## config.mk

```make
export PLATFORM = sky130hd
export DESIGN_NAME = rsst_step
export DESIGN_NICKNAME = d
export VERILOG_FILES = /design/src/rtl/core/rsst_pkg.sv /design/src/rtl/core/rsst_step.sv
export SDC_FILE = /design/constraint.sdc
export NUM_CORES = 1
export LEC_CHECK = 0
export BUFFER_PORTS_ARGS = -buffer_cell sky130_fd_sc_hd__buf_2
export CAP_MARGIN = 20
export CORE_ASPECT_RATIO = 2
export CORE_UTILIZATION = 48
export DETAILED_ROUTE_END_ITERATION = 10
export GPL_ROUTABILITY_DRIVEN = 0
export PLACE_DENSITY_LB_ADDON = 0.2
export SETUP_SLACK_MARGIN = 0.5
export SLEW_MARGIN = 25
export SYNTH_ARGS = -nofsm -noshare
export SYNTH_HDL_FRONTEND = slang
export SYNTH_SLANG_ARGS = --single-unit
```

## constraint.sdc

```tcl
create_clock -name vclk -period 3.8
set_input_delay 0.19 -clock vclk [all_inputs]
set_output_delay 0.19 -clock vclk [all_outputs]
set_load 0.005 [all_outputs]
```

## src/rtl/core/rsst_pkg.sv

```systemverilog
// Shared types and constants of the range-sum segment tree core.
// No dependencies; every other file of the block refers to this package.
`default_nettype none

package rsst_pkg;

  // Field widths of the request and response items.
  localparam int IDX_IN_W = 10;
  localparam int VALUE_W  = 16;
  localparam int TOTAL_W  = 26;
  localparam int LEN_W    = 11;
  localparam int ERR_W    = 2;

  // Length register value after reset.
  localparam logic [LEN_W-1:0] RESET_LENGTH = 11'd1024;

  // Command codes.
  localparam logic CMD_SET = 1'b0;
  localparam logic CMD_SUM = 1'b1;

  // Error codes.
  localparam logic [ERR_W-1:0] ERR_OK    = 2'd0;
  localparam logic [ERR_W-1:0] ERR_RANGE = 2'd1;
  localparam logic [ERR_W-1:0] ERR_ORDER = 2'd2;

  // Decision of one tree walk step. Exactly one member is set.
  typedef struct packed {
    logic exact;       // range equals the node's span
    logic go_left;     // range lies in the left child
    logic go_right;    // range lies in the right child
    logic take_left;   // left child fully covered, walk on to the right
    logic take_right;  // right child fully covered, walk on to the left
    logic split;       // range straddles mid and touches neither end
  } step_t;

endpackage

`default_nettype wire

```

## src/rtl/core/rsst_step.sv

```systemverilog
// One step of the segment tree walk: the node's split point and where the range goes.
// Depends on rsst_pkg for the step decision type.
`default_nettype none

module rsst_step #(
  parameter int IDX_W = 10
) (
  input  wire logic [IDX_W-1:0] lo,
  input  wire logic [IDX_W-1:0] hi,
  input  wire logic [IDX_W-1:0] a,
  input  wire logic [IDX_W-1:0] b,
  output logic      [IDX_W-1:0] mid,
  output rsst_pkg::step_t       dec
);

  logic [IDX_W-1:0] span;

  always_comb begin
    span = hi - lo;
    mid  = lo + (span >> 1);
    dec  = '0;
    if (a == lo && b == hi) begin
      dec.exact = 1'b1;
    end else if (b <= mid) begin
      dec.go_left = 1'b1;
    end else if (a > mid) begin
      dec.go_right = 1'b1;
    end else if (a == lo) begin
      dec.take_left = 1'b1;
    end else if (b == hi) begin
      dec.take_right = 1'b1;
    end else begin
      dec.split = 1'b1;
    end
  end

endmodule

`default_nettype wire

```

* Word level (Yosys, flattened, before mapping)
Cells that the tools add are included.
Storage, ports and cells: register bits after elaboration 0, input bits 40, output and inout port bits 16, logic and storage cells 17
Cells by class: add/subtract/negate cells 2, order comparisons 2, equality and inequality tests 2, multiplexer cells 10, reduce and logical (&&, ||, !) cells 1
Operators with widths (number):
- == test 10 bit | 2
- adder 10 x 9 -> 10 bit | 1
- > comparator 10 bit | 1
- <= comparator 10 bit | 1
- subtractor 10 bit | 1
- 2-to-1 mux 1 bit | 6
- 2-to-1 mux 5 bit | 1
- 2-to-1 mux 4 bit | 1
- 2-to-1 mux 3 bit | 1
- 2-to-1 mux 2 bit | 1
- logical AND 1 bit | 1

* Logic depth before layout (Yosys ltp)
depth in word-level cells 6, gate-level depth with buffers 21

* Worst setup path before layout
No wires, ideal clock.
path kind input port to output port, start input lo[0], end output dec[1] (netlist bit), arrival time 3721 ps, data required time 3610 ps, setup slack -111 ps, stages on the path 19, buffers on the path 0, cells stage by stage nor2b_1 -> fa_1 -> nor2b_1 -> o21ai_1 -> a21oi_1 -> o21ai_1 -> nor2b_1 -> xnor2_1 -> ha_1 -> nand2_1 -> o21bai_1 -> xor2_1 -> inv_1 -> ha_1 -> nand4_1 -> o32a_1 -> o31a_1 -> maj3_2 -> nor4b_1
RTL lines:
- start, declared | line rsst_step.sv:8 | input wire logic [IDX_W-1:0] lo,
- end, declared | line rsst_step.sv:13 | output rsst_pkg::step_t dec

==> results.md <==
* Status: complete, but fails checks
* Failing checks: negative setup slack
* Unique cell type count in the Yosys netlist at 38
* Pre-CTS setup slack at -658 ps
* Die area at 0.00342 mm^2
* Final Max Slew Viols at 0
* Starting Density at 51.2%
* M1 WL at 2150 um
* Final Routed Wirelength at 7290 um
* WP data arrival at 4250 ps
* Max-Cap Viols at 0
* Hold depth at 4
* Global-route wire length before repair at 8720 um
* Clock period minus worst slack at 4440 ps
* Largest net degree at the start of global routing at 6
* Wirelength per Cell at 20.5 um
* Max stage delay cell, worst path: fa_2
* Max IR drop VDD at 0.291 mV
* Fill cells at 145
* Sequential share of the synthesized area at 0%
* Routed Antenna Nets at 0
* Met2 wire length at 3960 um
* Worst hold path class: in -> out
* Gr usage total at 32.9%
* Avg Synthesized Cell Area at 7.54 um^2
* GRT Residual Overflow at 0
* PD cells at 446 mW/mm^2
* Hold buffers post-CTS at 0
* Multi-input gate area at 0.00172 mm^2
* CLK BUF at 0
* Setup crit start kind: input pin
* Crit Path Max Fanout at 4
* Post-DP HPWL at 4480 um
* Seq cells at 0
* Most frequent cell after synthesis: ha_1
* Leak Pwr at 0.00141 uW
* Post-Syn Nets at 280
* Initial antenna violation count at 0
* Post-Syn Instances at 202
* Chip Width at 41.8 um
* Reg area at 0 um^2
* Port Buffers at 56
* Top Ports at 56
* Top-area cell type share of the netlist area at 29.6%
* Vias per inst at 6.14
* Total Power at 1200 uW
* Row Count at 28
* Post-synth top cells: ha_1, inv_1, xor2_1, xnor2_1, a21oi_1
* Fin worst setup slack at -637 ps
* Setup tns final at -2910 ps
* CP max stage delay at 380 ps
* Fin crit share at 117%
* Final Net Count at 406
* Layout cell share with drive strength beyond 1 at 54.3%
* DR pass1 iterations at 4
* Die Y at 81.7 um
* Fin. Hold Viols at 0
* Remaining routing DRC violations at 0
* Synth area leaders: ha_1, xor2_1, xnor2_1, inv_1, a21oi_1
* DR vias at 2187
* Synth warnings at 0
* CP Class: in -> out
* Unrepaired setup endpoints after global routing: yes
* Vias in the first global route at 2060
* Starting DRT DRC Count at 76
* Core ar. at 0.00298 mm^2
* # diodes at 0
* Met3 wire length at 377 um
* # setup viols final at 5
* Slew @ Worst Pin at 748 ps
* Slew margin rel. at 49.7%
* Synthesized area at 0.00152 mm^2
* CP required at 3610 ps
* Highest Signal Layer: met4
* Worst setup EP type: output port
* Post-synthesis cell type with the largest combined area: ha_1
* Critical Path, Cell by Cell: buf_6, nor2b_4, fa_2, nor2b_2, o21ai_2, a21oi_2, nor2_1, ha_1, o21ai_2, o21ai_2, a21oi_2, o21bai_1, xor2_1, inv_2, ha_4, buf_6, a21oi_2, o21ai_1, o31a_1, maj3_2, nor4b_4, buf_2
* P&R area growth vs syn at 76.7%
* Fmax at 225 MHz
final timing paths:
check                     to  slack (ps)   from
worst min-delay path  mid[0]         820  lo[0]
worst max-delay path  dec[1]        -640  lo[0]
worst max-delay path: cells and delay by family:
family                   cells  cell delay (ps)
AO/OA/AOI/OAI                9             1320
XOR/XNOR                     1              300
adder cells (fa/ha/maj)      4             1350
buffers and inverters        4              460
AND/OR/NAND/NOR              4              630
cell type report:
type,instances,area share (%)
timing repair buffer,125,31.0
tap,30,1.39
multi-input combinational,175,63.8
inverter,26,3.72
per-stage QoR:
| step | util [%] | instance area [um^2] | hold WS, ps | instances |
|---|---|---|---|---|
| floorplan | - | 1580 | 535 | 202 |
| global placement | 77.1 | 2290 | 863 | 342 |
| detailed placement | 77.1 | 2290 | 883 | 342 |
| CTS | 82.9 | 2470 | 879 | 349 |
| global route | 90.4 | 2690 | 834 | 356 |
| finish | 90.4 | 2690 | 820 | 356 |
power breakdown:
group / internal (uW) / switching, uW
clock network: 0 / 0
registers: 0 / 0
logic: 621 / 580
total: 621 / 580
layer usage:
metal / vias to the layer above / GRT usage [%]
li1: 972 / -
met1: 998 / 28.1
met2: 149 / 70.0
met3: 68 / 1.54
met4: 0 / 20.3
met5: - / 0
cell families after synthesis:
group           after synthesis  synth area share (%)
compound gates               46                  19.3
simple gates                 53                  19.3
xor+xnor                     36                  20.7
mux                           1                 0.657
fa+ha+maj                    39                  32.9
buf+inv                      27                  7.14
placed cells by master, fill, tap and decap left out, drive strengths merged, types with 5 or more instances in the layout:
cell type	instances
nor2b	7
xor2	21
inv	26
buf	125
a21oi	13
nor3	5
xnor2	15
nand2	7
nor2	9
o21ai	14
nand4	6
ha	36
timing repair:
| action | 4_1_cts | 5_1_grt |
|---|---|---|
| setup buffers | 7 | 7 |
| setup endpoints to repair | 6 | 6 |
| pin swaps | 30 | 27 |
| gates resized for setup | 30 | 30 |
(Power assumes the default switching activity.)
